--- src/array_list_insert_delete_find_unit_macros.svh ---
// Assertion macros for the array list unit.
// Included by the modules that carry concurrent assertions; no dependencies.
`ifndef ARRAY_LIST_INSERT_DELETE_FIND_UNIT_MACROS_SVH
`define ARRAY_LIST_INSERT_DELETE_FIND_UNIT_MACROS_SVH
`ifndef SYNTHESIS
`define ALI_ASSERT(lbl, clk, rstn, prop, msg) \
    lbl: assert property (@(posedge clk) disable iff (!(rstn)) (prop)) else $error(msg);
`define ALI_ASSERT_ALWAYS(lbl, clk, prop, msg) \
    lbl: assert property (@(posedge clk) (prop)) else $error(msg);
`else
`define ALI_ASSERT(lbl, clk, rstn, prop, msg)
`define ALI_ASSERT_ALWAYS(lbl, clk, prop, msg)
`endif
`endif

--- src/ali_pkg.sv ---
// Package for the array list unit: field widths, codes, FSM states and
// the command/status structs between controller and datapath. No dependencies.
package ali_pkg;

    localparam int ALI_CAPACITY = 128;
    localparam int OP_W     = 3;
    localparam int VAL_W    = 32;
    localparam int POS_W    = 8;
    localparam int STATUS_W = 2;
    localparam int COUNT_W  = 8;

    typedef enum logic [OP_W-1:0] {
        OP_APPEND = 3'd0,
        OP_INSERT = 3'd1,
        OP_DELETE = 3'd2,
        OP_FIND   = 3'd3,
        OP_READ   = 3'd4
    } op_t;

    typedef enum logic [STATUS_W-1:0] {
        ST_OK       = 2'd0,
        ST_BADPOS   = 2'd1,
        ST_FULL     = 2'd2,
        ST_NOTFOUND = 2'd3
    } status_t;

    typedef enum logic [3:0] {
        S_IDLE,
        S_DECODE,
        S_SHIFT_UP,
        S_FLUSH_UP,
        S_INS_WR,
        S_SHIFT_DN,
        S_FLUSH_DN,
        S_SCAN,
        S_SCAN_LAST,
        S_RD,
        S_DONE
    } state_t;

    typedef enum logic [2:0] {
        IDX_HOLD,
        IDX_N_M1,
        IDX_POS,
        IDX_POS_M1,
        IDX_ZERO,
        IDX_INC,
        IDX_DEC
    } idx_sel_t;

    typedef enum logic [1:0] {
        WR_TAIL,
        WR_INS,
        WR_UP,
        WR_DN
    } wr_sel_t;

    typedef enum logic [1:0] {
        D_ZERO,
        D_RDATA,
        D_FOUND
    } data_sel_t;

    typedef enum logic [1:0] {
        CNT_KEEP,
        CNT_INC,
        CNT_DEC
    } cnt_op_t;

    typedef struct packed {
        status_t   status;
        data_sel_t data_sel;
        cnt_op_t   cnt_op;
    } fin_t;

    typedef struct packed {
        logic     load_req;
        logic     rd_en;
        idx_sel_t idx_sel;
        logic     wr_en;
        wr_sel_t  wr_sel;
        logic     out_load;
        fin_t     fin;
    } cmd_t;

    typedef struct packed {
        logic [OP_W-1:0] op;
        logic full;
        logic ins_bad;
        logic rd_bad;
        logic ins_tail;
        logic del_tail;
        logic empty;
        logic up_end;
        logic dn_end;
        logic pend;
        logic match;
        logic out_free;
    } sts_t;

endpackage

--- src/ali_ram.sv ---
// Generic simple dual-port RAM: one write port, one read port, registered read.
// No dependencies.
module ali_ram #(
    parameter int WIDTH = 32,
    parameter int DEPTH = 128
) (
    input  logic                                     aclk,
    input  logic                                     we,
    input  logic [((DEPTH > 1) ? $clog2(DEPTH) : 1)-1:0] waddr,
    input  logic [WIDTH-1:0]                         wdata,
    input  logic                                     re,
    input  logic [((DEPTH > 1) ? $clog2(DEPTH) : 1)-1:0] raddr,
    output logic [WIDTH-1:0]                         rdata
);

    logic [WIDTH-1:0] mem [DEPTH];
    logic [WIDTH-1:0] rdata_reg;

    always_ff @(posedge aclk) begin
        if (we) begin
            mem[waddr] <= wdata;
        end
        if (re) begin
            rdata_reg <= mem[raddr];
        end
    end

    assign rdata = rdata_reg;

endmodule

--- src/ali_ctrl.sv ---
// Controller FSM of the array list unit: sequences shifts, scans and reads.
// Depends on ali_pkg and the assertion macro header.
`include "array_list_insert_delete_find_unit_macros.svh"

module ali_ctrl (
    input  logic          aclk,
    input  logic          aresetn,
    input  logic          s_valid,
    output logic          s_ready,
    input  ali_pkg::sts_t sts,
    output ali_pkg::cmd_t cmd
);
    import ali_pkg::*;

    state_t state_reg, state_next;
    fin_t   fin_reg, fin_next;

    always_ff @(posedge aclk) begin
        if (!aresetn) begin
            state_reg <= S_IDLE;
        end else begin
            state_reg <= state_next;
        end
        fin_reg <= fin_next;
    end

    always_comb begin
        state_next   = state_reg;
        fin_next     = fin_reg;
        s_ready      = 1'b0;
        cmd          = '0;
        cmd.idx_sel  = IDX_HOLD;
        cmd.wr_sel   = WR_TAIL;
        cmd.fin      = fin_reg;
        unique case (state_reg)
            S_IDLE: begin
                s_ready = 1'b1;
                if (s_valid) begin
                    cmd.load_req = 1'b1;
                    state_next   = S_DECODE;
                end
            end
            S_DECODE: begin
                state_next = S_DONE;
                fin_next   = '{ST_OK, D_ZERO, CNT_KEEP};
                unique case (sts.op)
                    OP_APPEND: begin
                        if (sts.full) begin
                            fin_next.status = ST_FULL;
                        end else begin
                            cmd.wr_en       = 1'b1;
                            cmd.wr_sel      = WR_TAIL;
                            fin_next.cnt_op = CNT_INC;
                        end
                    end
                    OP_INSERT: begin
                        if (sts.ins_bad) begin
                            fin_next.status = ST_BADPOS;
                        end else if (sts.full) begin
                            fin_next.status = ST_FULL;
                        end else if (sts.ins_tail) begin
                            cmd.wr_en       = 1'b1;
                            cmd.wr_sel      = WR_INS;
                            fin_next.cnt_op = CNT_INC;
                        end else begin
                            cmd.idx_sel = IDX_N_M1;
                            state_next  = S_SHIFT_UP;
                        end
                    end
                    OP_DELETE: begin
                        if (sts.rd_bad) begin
                            fin_next.status = ST_BADPOS;
                        end else if (sts.del_tail) begin
                            fin_next.cnt_op = CNT_DEC;
                        end else begin
                            cmd.idx_sel = IDX_POS;
                            state_next  = S_SHIFT_DN;
                        end
                    end
                    OP_FIND: begin
                        if (sts.empty) begin
                            fin_next.status = ST_NOTFOUND;
                        end else begin
                            cmd.idx_sel = IDX_ZERO;
                            state_next  = S_SCAN;
                        end
                    end
                    OP_READ: begin
                        if (sts.rd_bad) begin
                            fin_next.status = ST_BADPOS;
                        end else begin
                            cmd.idx_sel = IDX_POS_M1;
                            state_next  = S_RD;
                        end
                    end
                    default: begin
                    end
                endcase
            end
            S_SHIFT_UP: begin
                cmd.rd_en  = 1'b1;
                cmd.wr_en  = sts.pend;
                cmd.wr_sel = WR_UP;
                if (sts.up_end) begin
                    state_next = S_FLUSH_UP;
                end else begin
                    cmd.idx_sel = IDX_DEC;
                end
            end
            S_FLUSH_UP: begin
                cmd.wr_en  = 1'b1;
                cmd.wr_sel = WR_UP;
                state_next = S_INS_WR;
            end
            S_INS_WR: begin
                cmd.wr_en  = 1'b1;
                cmd.wr_sel = WR_INS;
                fin_next   = '{ST_OK, D_ZERO, CNT_INC};
                state_next = S_DONE;
            end
            S_SHIFT_DN: begin
                cmd.rd_en  = 1'b1;
                cmd.wr_en  = sts.pend;
                cmd.wr_sel = WR_DN;
                if (sts.dn_end) begin
                    state_next = S_FLUSH_DN;
                end else begin
                    cmd.idx_sel = IDX_INC;
                end
            end
            S_FLUSH_DN: begin
                cmd.wr_en  = 1'b1;
                cmd.wr_sel = WR_DN;
                fin_next   = '{ST_OK, D_ZERO, CNT_DEC};
                state_next = S_DONE;
            end
            S_SCAN: begin
                if (sts.pend && sts.match) begin
                    fin_next   = '{ST_OK, D_FOUND, CNT_KEEP};
                    state_next = S_DONE;
                end else begin
                    cmd.rd_en = 1'b1;
                    if (sts.dn_end) begin
                        state_next = S_SCAN_LAST;
                    end else begin
                        cmd.idx_sel = IDX_INC;
                    end
                end
            end
            S_SCAN_LAST: begin
                if (sts.match) begin
                    fin_next = '{ST_OK, D_FOUND, CNT_KEEP};
                end else begin
                    fin_next = '{ST_NOTFOUND, D_ZERO, CNT_KEEP};
                end
                state_next = S_DONE;
            end
            S_RD: begin
                cmd.rd_en  = 1'b1;
                fin_next   = '{ST_OK, D_RDATA, CNT_KEEP};
                state_next = S_DONE;
            end
            S_DONE: begin
                if (sts.out_free) begin
                    cmd.out_load = 1'b1;
                    state_next   = S_IDLE;
                end
            end
            default: begin
                state_next = S_IDLE;
            end
        endcase
    end

    `ALI_ASSERT_ALWAYS(a_reset_idle, aclk, !aresetn |=> state_reg == S_IDLE, "reset did not return to idle")
    `ALI_ASSERT(a_accept_decode, aclk, aresetn, (s_valid && s_ready) |=> state_reg == S_DECODE, "accepted request not decoded")
    `ALI_ASSERT(a_done_idle, aclk, aresetn, (state_reg == S_DONE && sts.out_free) |=> state_reg == S_IDLE, "finished request not released")

endmodule

--- src/ali_dpath.sv ---
// Datapath of the array list unit: request and result registers, length count,
// index counters, entry RAM. Depends on ali_pkg, ali_ram and the macro header.
`include "array_list_insert_delete_find_unit_macros.svh"

module ali_dpath #(
    parameter int CAPACITY = ali_pkg::ALI_CAPACITY
) (
    input  logic                              aclk,
    input  logic                              aresetn,
    input  logic [ali_pkg::OP_W-1:0]          s_op,
    input  logic signed [ali_pkg::VAL_W-1:0]  s_value,
    input  logic [ali_pkg::POS_W-1:0]         s_position,
    output logic                              m_valid,
    input  logic                              m_ready,
    output logic [ali_pkg::STATUS_W-1:0]      m_status,
    output logic signed [ali_pkg::VAL_W-1:0]  m_data,
    output logic [ali_pkg::COUNT_W-1:0]       m_count,
    input  ali_pkg::cmd_t                     cmd,
    output ali_pkg::sts_t                     sts
);
    import ali_pkg::*;

    localparam int AW    = (CAPACITY > 1) ? $clog2(CAPACITY) : 1;
    localparam int CNT_W = $clog2(CAPACITY + 1);
    localparam int CW    = ((CNT_W > POS_W) ? CNT_W : POS_W) + 1;

    logic [OP_W-1:0]     op_reg;
    logic [VAL_W-1:0]    value_reg;
    logic [POS_W-1:0]    pos_reg;
    logic [CNT_W-1:0]    count_reg, count_next;
    logic [AW-1:0]       idx_reg, idx_next;
    logic [AW-1:0]       last_reg;
    logic                pend_reg;
    logic                m_valid_reg, m_valid_next;
    logic [STATUS_W-1:0] status_reg;
    logic [VAL_W-1:0]    data_reg, data_next;

    logic [CW-1:0]    pos_ext, n_ext;
    logic [AW-1:0]    pos_m1, pos_a, n_m1, tail_a;
    logic             ram_we;
    logic [AW-1:0]    ram_waddr;
    logic [VAL_W-1:0] ram_wdata, ram_rdata;

    assign pos_ext = CW'(pos_reg);
    assign n_ext   = CW'(count_reg);
    assign pos_m1  = AW'(pos_ext - CW'(1));
    assign pos_a   = AW'(pos_ext);
    assign n_m1    = AW'(n_ext - CW'(1));
    assign tail_a  = AW'(count_reg);

    always_comb begin
        sts          = '0;
        sts.op       = op_reg;
        sts.full     = (n_ext == CW'(CAPACITY));
        sts.ins_bad  = (pos_reg == '0) || (pos_ext > n_ext + CW'(1));
        sts.rd_bad   = (pos_reg == '0) || (pos_ext > n_ext);
        sts.ins_tail = (pos_ext == n_ext + CW'(1));
        sts.del_tail = (pos_ext == n_ext);
        sts.empty    = (count_reg == '0);
        sts.up_end   = (idx_reg == pos_m1);
        sts.dn_end   = (idx_reg == n_m1);
        sts.pend     = pend_reg;
        sts.match    = (ram_rdata == value_reg);
        sts.out_free = !m_valid_reg || m_ready;
    end

    always_comb begin
        unique case (cmd.idx_sel)
            IDX_HOLD:   idx_next = idx_reg;
            IDX_N_M1:   idx_next = n_m1;
            IDX_POS:    idx_next = pos_a;
            IDX_POS_M1: idx_next = pos_m1;
            IDX_ZERO:   idx_next = '0;
            IDX_INC:    idx_next = idx_reg + AW'(1);
            IDX_DEC:    idx_next = idx_reg - AW'(1);
            default:    idx_next = idx_reg;
        endcase
    end

    always_comb begin
        ram_we    = cmd.wr_en;
        ram_wdata = value_reg;
        unique case (cmd.wr_sel)
            WR_TAIL: ram_waddr = tail_a;
            WR_INS:  ram_waddr = pos_m1;
            WR_UP: begin
                ram_waddr = last_reg + AW'(1);
                ram_wdata = ram_rdata;
            end
            WR_DN: begin
                ram_waddr = last_reg - AW'(1);
                ram_wdata = ram_rdata;
            end
            default: ram_waddr = tail_a;
        endcase
    end

    always_comb begin
        count_next   = count_reg;
        m_valid_next = m_valid_reg && !m_ready;
        unique case (cmd.fin.data_sel)
            D_ZERO:  data_next = '0;
            D_RDATA: data_next = ram_rdata;
            D_FOUND: data_next = VAL_W'(last_reg) + VAL_W'(1);
            default: data_next = '0;
        endcase
        if (cmd.out_load) begin
            m_valid_next = 1'b1;
            unique case (cmd.fin.cnt_op)
                CNT_KEEP: count_next = count_reg;
                CNT_INC:  count_next = count_reg + CNT_W'(1);
                CNT_DEC:  count_next = count_reg - CNT_W'(1);
                default:  count_next = count_reg;
            endcase
        end
    end

    always_ff @(posedge aclk) begin
        if (!aresetn) begin
            count_reg   <= '0;
            pend_reg    <= 1'b0;
            m_valid_reg <= 1'b0;
        end else begin
            count_reg   <= count_next;
            pend_reg    <= cmd.rd_en;
            m_valid_reg <= m_valid_next;
        end
        if (cmd.load_req) begin
            op_reg    <= s_op;
            value_reg <= s_value;
            pos_reg   <= s_position;
        end
        idx_reg <= idx_next;
        if (cmd.rd_en) begin
            last_reg <= idx_reg;
        end
        if (cmd.out_load) begin
            status_reg <= cmd.fin.status;
            data_reg   <= data_next;
        end
    end

    ali_ram #(
        .WIDTH (VAL_W),
        .DEPTH (CAPACITY)
    ) u_ram (
        .aclk  (aclk),
        .we    (ram_we),
        .waddr (ram_waddr),
        .wdata (ram_wdata),
        .re    (cmd.rd_en),
        .raddr (idx_reg),
        .rdata (ram_rdata)
    );

    assign m_valid  = m_valid_reg;
    assign m_status = status_reg;
    assign m_data   = data_reg;
    assign m_count  = COUNT_W'(count_reg);

    `ALI_ASSERT(a_count_cap, aclk, aresetn, count_reg <= CNT_W'(CAPACITY), "count above capacity")
    `ALI_ASSERT(a_count_inc, aclk, aresetn, (cmd.out_load && cmd.fin.cnt_op == CNT_INC) |=> (count_reg == $past(count_reg) + CNT_W'(1)), "count did not grow")
    `ALI_ASSERT(a_hold_result, aclk, aresetn, (m_valid_reg && !m_ready) |=> (m_valid_reg && $stable(data_reg)), "stalled result not held")

endmodule

--- src/array_list_insert_delete_find_unit.sv ---
// Array list unit, top level: ordered list of signed words in a RAM.
// Request channel s_*: op (append, insert, delete, find, read), value, position.
// Result channel m_*: status, data (word read or 1-based position found), count.
// One result per request, in request order.
// Append, errors, unused ops and find on an empty list do not walk the RAM;
// read does a single RAM read. For position p, insert shifts the entries from
// p on up and delete shifts those after p down, neither at the tail; find
// stops at its first match.
// Insert, delete and find walk the entry RAM one entry per cycle through its
// single read port.
// One request is processed at a time; s_ready is high while idle, and a new
// request is accepted while the previous result still waits in the output
// register. A stalled m_ready holds the result and keeps the unit from
// finishing the next request.
// Reset (aresetn low, synchronous) empties the list and drops any pending
// result; entry contents are not cleared, since only entries below the count
// are ever read.
// Depends on ali_pkg, ali_ctrl, ali_dpath and ali_ram.
module array_list_insert_delete_find_unit #(
    parameter int CAPACITY = ali_pkg::ALI_CAPACITY
) (
    input  logic                              aclk,
    input  logic                              aresetn,
    input  logic                              s_valid,
    output logic                              s_ready,
    input  logic [ali_pkg::OP_W-1:0]          s_op,
    input  logic signed [ali_pkg::VAL_W-1:0]  s_value,
    input  logic [ali_pkg::POS_W-1:0]         s_position,
    output logic                              m_valid,
    input  logic                              m_ready,
    output logic [ali_pkg::STATUS_W-1:0]      m_status,
    output logic signed [ali_pkg::VAL_W-1:0]  m_data,
    output logic [ali_pkg::COUNT_W-1:0]       m_count
);
    import ali_pkg::*;

    cmd_t cmd;
    sts_t sts;

    ali_ctrl u_ctrl (
        .aclk    (aclk),
        .aresetn (aresetn),
        .s_valid (s_valid),
        .s_ready (s_ready),
        .sts     (sts),
        .cmd     (cmd)
    );

    ali_dpath #(
        .CAPACITY (CAPACITY)
    ) u_dpath (
        .aclk       (aclk),
        .aresetn    (aresetn),
        .s_op       (s_op),
        .s_value    (s_value),
        .s_position (s_position),
        .m_valid    (m_valid),
        .m_ready    (m_ready),
        .m_status   (m_status),
        .m_data     (m_data),
        .m_count    (m_count),
        .cmd        (cmd),
        .sts        (sts)
    );

endmodule
--- config.mk ---
export PLATFORM = sky130hd
export DESIGN_NAME = array_list_insert_delete_find_unit
export DESIGN_NICKNAME = d
export VERILOG_FILES = /design/src/ali_pkg.sv /design/src/ali_ram.sv /design/src/ali_ctrl.sv /design/src/ali_dpath.sv /design/src/array_list_insert_delete_find_unit.sv
export VERILOG_INCLUDE_DIRS = /design/src /design/src/src
export SDC_FILE = /design/constraint.sdc
export NUM_CORES = 2
export LEC_CHECK = 0
export CAP_MARGIN = 20
export CELL_PAD_IN_SITES_DETAIL_PLACEMENT = 1
export CELL_PAD_IN_SITES_GLOBAL_PLACEMENT = 2
export CORE_UTILIZATION = 56
export CTS_CLUSTER_SIZE = 12
export DETAILED_ROUTE_END_ITERATION = 7
export DONT_BUFFER_PORTS = 1
export PLACE_DENSITY_LB_ADDON = 0.08
export RECOVER_POWER = 25
export SLEW_MARGIN = 10
export SYNTH_ARGS = -nofsm -noshare
export SYNTH_HDL_FRONTEND = slang
export SYNTH_SLANG_ARGS = --single-unit
export TNS_END_PERCENT = 5
--- constraint.sdc ---
create_clock -name aclk -period 16.7 [get_ports aclk]
set_input_delay 3.34 -clock aclk [delete_from_list [all_inputs] [get_ports aclk]]
set_output_delay 3.34 -clock aclk [all_outputs]
set_load 0.005 [all_outputs]
==> results.md <==
- The run finished, with violations left.
- The checks that failed: capacitance limit, slew limit.
- The proportion of netlist area held by the largest area contributor is 76.9%.
- The path with the worst hold slack has its endpoint at u_dpath.m_status[0].
- The root buffer selected by CTS is clkbuf_16.
- The number of antenna violations at the first check in global routing is 60.
- For this configuration, the core starts out at a cell density of 56.5%.
- The startpoint of the tightest hold check path is u_ctrl.cmd[4].
- For the worst-skew pair, the clock arrives at the later sink with an insertion delay of 0.97 ns.
- Post-CTS repair changed the size of 0 cells.
- The logic depth of the worst register-to-register path is 7.
- The floorplan die width is 545 um.
- Sequential cells account for 47.3% of the total power.
- Pin placement for this block handled 91 I/O pins.
- The number of buffers on the longest clock path is 4.
- The number of nets in the synthesized netlist is 6,868.
- Buffers placed on the I/O ports in this run total 0.
- The type of the setup path with the least slack is register to register.
- The number of setup buffers added after CTS is 0.
- The via count normalized by instance count is 6.94.
- The first global-routing pass estimated 621,000 um of wire.
- The reported net switching power is 9.28 mW.
- The clock buffer count from CTS is 428.
- By area the synthesized netlist is led by edfxtp_1 (77%), mux4_2 (18%), clkbuf_1 (0.48%).
- The final global-route overflow total is 0.
- The flip-flop and latch count after synthesis is 4,239.
- In this run the core area contains 198 standard-cell rows.
- The worst hold path was traced through 0 stages.
- The final weighted congestion in routability-driven placement is 0.842.
- IR analysis of the VDD net gives a maximum drop of 0.000156 V.
- The count of mapped cells out of synthesis is 6,778.
- Measured along the y axis, the die boundary spans 545 um.
- The combinational share of power is 23.9%.
- The critical path goes through a21boi_0 > o21a_4 > clkbuf_1 > nand2_1 > nand2_1 > clkbuf_1 > clkbuf_1.
- Once detail routing completed, the nets flagged for antenna violations numbered 0.
- The reg2reg setup slack is 6.16 ns.
- Dividing the detail-routed wire length by the instance count gives 39.8 um.
- The placeable core region is 0.292 mm2.
- The number of different library cells in the post-synthesis netlist is 91.
- TritonCTS built the clock tree.
- The worst path required time is 16.88 ns.
- The critical path's most frequent cell is clkbuf_1.
- The async set-reset flop share out of synthesis is 0%.
- The number of failing setup endpoints in the final timing report is 0.
- The flip-flop count of the largest register after layout is 4,096.
- The cell with the largest stage delay on the worst path is clkbuf_1.
- The number of hold buffers added after CTS is 0.
- The number of iterations in the first detailed-routing pass is 5.
- The most used standard cell by instance count after synthesis is edfxtp_1.
- After clock tree synthesis, the clock-pin slew on the worst setup and hold paths is 0.06 ns.
- The fraction of power spent switching nets is 30.5%.
- The final period utilization is 63.1%.
- The headroom to the max-slew limit is -468%.
- The total routed wirelength is 449,000 um.
- Of the cells placed in the final design, the portion with a size suffix greater than 1 is 31.3%.
- The internal portion of total power is 21.1 mW.
- The maximum fanout along the worst path is 70.
- The number of hold violations in the final report is 0.
- The register area share after synthesis is 77.0%.
- Final hold analysis gives a worst-case slack of 0.484 ns.
- Setup repair after global routing left no endpoint under its margin.
- The startpoint class of the critical path is a register.
- The via count of the first global-routing pass is 79,300.
- The synthesized netlist occupies a cell area of 0.165 mm2.
- The post-layout minimum cycle time is 10.54 ns.
- The final routed DRC violation total is 0.
- In this run the critical register-to-register path is captured at u_dpath.u_ram.mem[52][22].
- Among cell families on the critical path, the largest total delay comes from buffers and inverters.
- The register with the most flip-flops in the final layout is u_dpath.u_ram.mem.
- In this run the worst hold path is classified as register to register.
- In the global route stage, overall resource usage came out at 30.6%.
- The net count reported at finish is 7,178.
- The overall die area is 0.297 mm2.
- After synthesis, the most frequently instantiated cells are edfxtp_1 (4,225), mux4_2 (1,344), clkbuf_1 (213), nand2_1 (133), buf_2 (121).
- Dividing total power by cell area gives a power density of 166 mW/mm2.
- For this run, the number of Yosys warnings is 0.
- The number of H-tree levels is 5.
- The reported leakage power is 57.3 nW.
- The detailed router finished its first iteration with 10,900 violations.
- Entering global routing, the biggest net connects 141 pins.
- The largest single stage delay on the critical path is 3.20 ns.
- The total negative slack for setup checks is 0 ns.
- Counting every sink on the clock net gives 4,239.
- The highest clock rate is 0.0949 GHz.
- The worst-margin pin slew is 8.51 ns.
- At the worst endpoint, the arrival time is 10.72 ns.
- The max-cap check violation count is 39.
- The via total after detailed routing is 78,300.
- For this run, the leading register cell type out of synthesis is edfxtp_1.
- The fraction of power consumed by the clock network is 28.8%.
- The mean post-synth cell area is 24.3 um2.
- For the final database, setup skew stands at 0.0483 ns.
- Overall power consumption after layout is estimated at 30.4 mW.
- In this run the critical register-to-register path is launched from u_ctrl.state_reg[1].
- The type of element capturing the critical path is a register.
- Detailed placement ended at an HPWL of 255,000 um.
- The library cell with the largest summed area after synthesis is edfxtp_1.
- The count of final max-slew check failures was 2,342.
- Relative to the synthesized area, the layout overhead comes to 11.3%.
- Yosys mapped a number of flops with a built-in enable equal to 4,225.
- The total buffers and inverters traversed by the critical path is 3.
==> worst max path at each step <==
stage | startpoint | endpoint | slack, ns | depth (start not counted)
finish | u_ctrl.state_reg[1] | u_dpath.u_ram.mem[52][22] | 6.16 | 7
global route | u_dpath.idx_reg[3] | u_dpath.idx_reg[6] | 5.12 | 15
CTS | u_dpath.m_count[0] | u_dpath.u_ram.mem[26][1] | 10.03 | 12
detailed placement | u_dpath.m_count[0] | u_dpath.u_ram.mem[26][22] | 10.04 | 12
global placement | u_dpath.m_count[0] | u_dpath.u_ram.mem[24][21] | 10.31 | 12
floorplan | u_dpath.m_count[0] | u_dpath.u_ram.mem[24][0] | 9.53 | 13
==> layout by cell type, fill, tap and decap left out, drive strengths merged, types with 7 or more instances in the layout <==
cell    netlist  layout
a211oi        8       8
a21oi        26      26
a22oi         9       9
and2         33      33
and3         13      13
buf         164     242
bufinv        0      10
clkbuf      213     563
clkinv        0     126
dfxtp        14      14
diode         0      23
edfxtp     4225    4225
ha           40      40
inv          37      50
mux2         34      34
mux2i         9       9
mux4       1344    1344
nand2       134     134
nand2b        7       7
nand3        23      23
nand4        20      20
nor2         40      40
nor2b         9       9
nor3         91      91
nor3b         8       8
nor4         74      74
o21ai        28      28
xnor2        70      70
==> logic make-up (layout without fill, tap and decap cells) <==
logic type | Yosys count | in the layout | synth area share (%)
other cells | 0 | 23 | 0
flops | 4239 | 4239 | 77.0
simple gates | 475 | 475 | 1.77
compound gates | 141 | 141 | 0.689
buf+inv | 414 | 992 | 1.08
fa+ha+maj | 43 | 43 | 0.340
mux | 1387 | 1387 | 18.6
xor+xnor | 79 | 79 | 0.444
==> area by class of cell <==
type	instances	area, um2
flip-flops and latches	4239	127000
inverters	37	139
well taps	3900	4880
clock inverters	150	1030
fillers	22400	108000
repair buffers	257	2030
clock buffers	548	11400
diodes	23	57.6
multi-input cells	2125	37000
==> worst register-to-register path, delay by kind of cell (launching register included) <==
family | cells | cell delay [ns]
AOI/OAI and AO/OA | 2 | 0.76
buffers and inverters | 3 | 6.94
DFF | 1 | 0.63
and+or+nand+nor | 2 | 1.32
==> layer usage <==
metal / global-route usage [%] / part of all wire [%]
met5: 0 / 0.027
met4: 10.5 / 3.5
met3: 5.44 / 9.9
met2: 46.1 / 46
met1: 46.0 / 40
==> power by group through the flow <==
stage | logic [mW] | clock network [mW] | registers (mW)
2_1_floorplan | 3.97 | 0 | 14.5
3_3_place_gp | 6.96 | 0 | 14.4
3_5_place_dp | 7.25 | 0 | 14.4
4_1_cts | 7.26 | 8.90 | 14.2
5_1_grt | 7.59 | 9.23 | 14.4
6_report | 7.26 | 8.77 | 14.4
==> metrics by stage <==
stage	instance area (um2)	instances	utilization [%]	worst slack, ns
floorplan	165000	6778	-	9.53
global placement	171000	10600	58.7	10.31
detailed placement	171000	10600	58.7	10.04
CTS	184000	11300	63.0	10.03
global route	184000	11300	62.9	5.12
finish	184000	11300	62.9	6.16
Power figures use the tool's default switching activity.
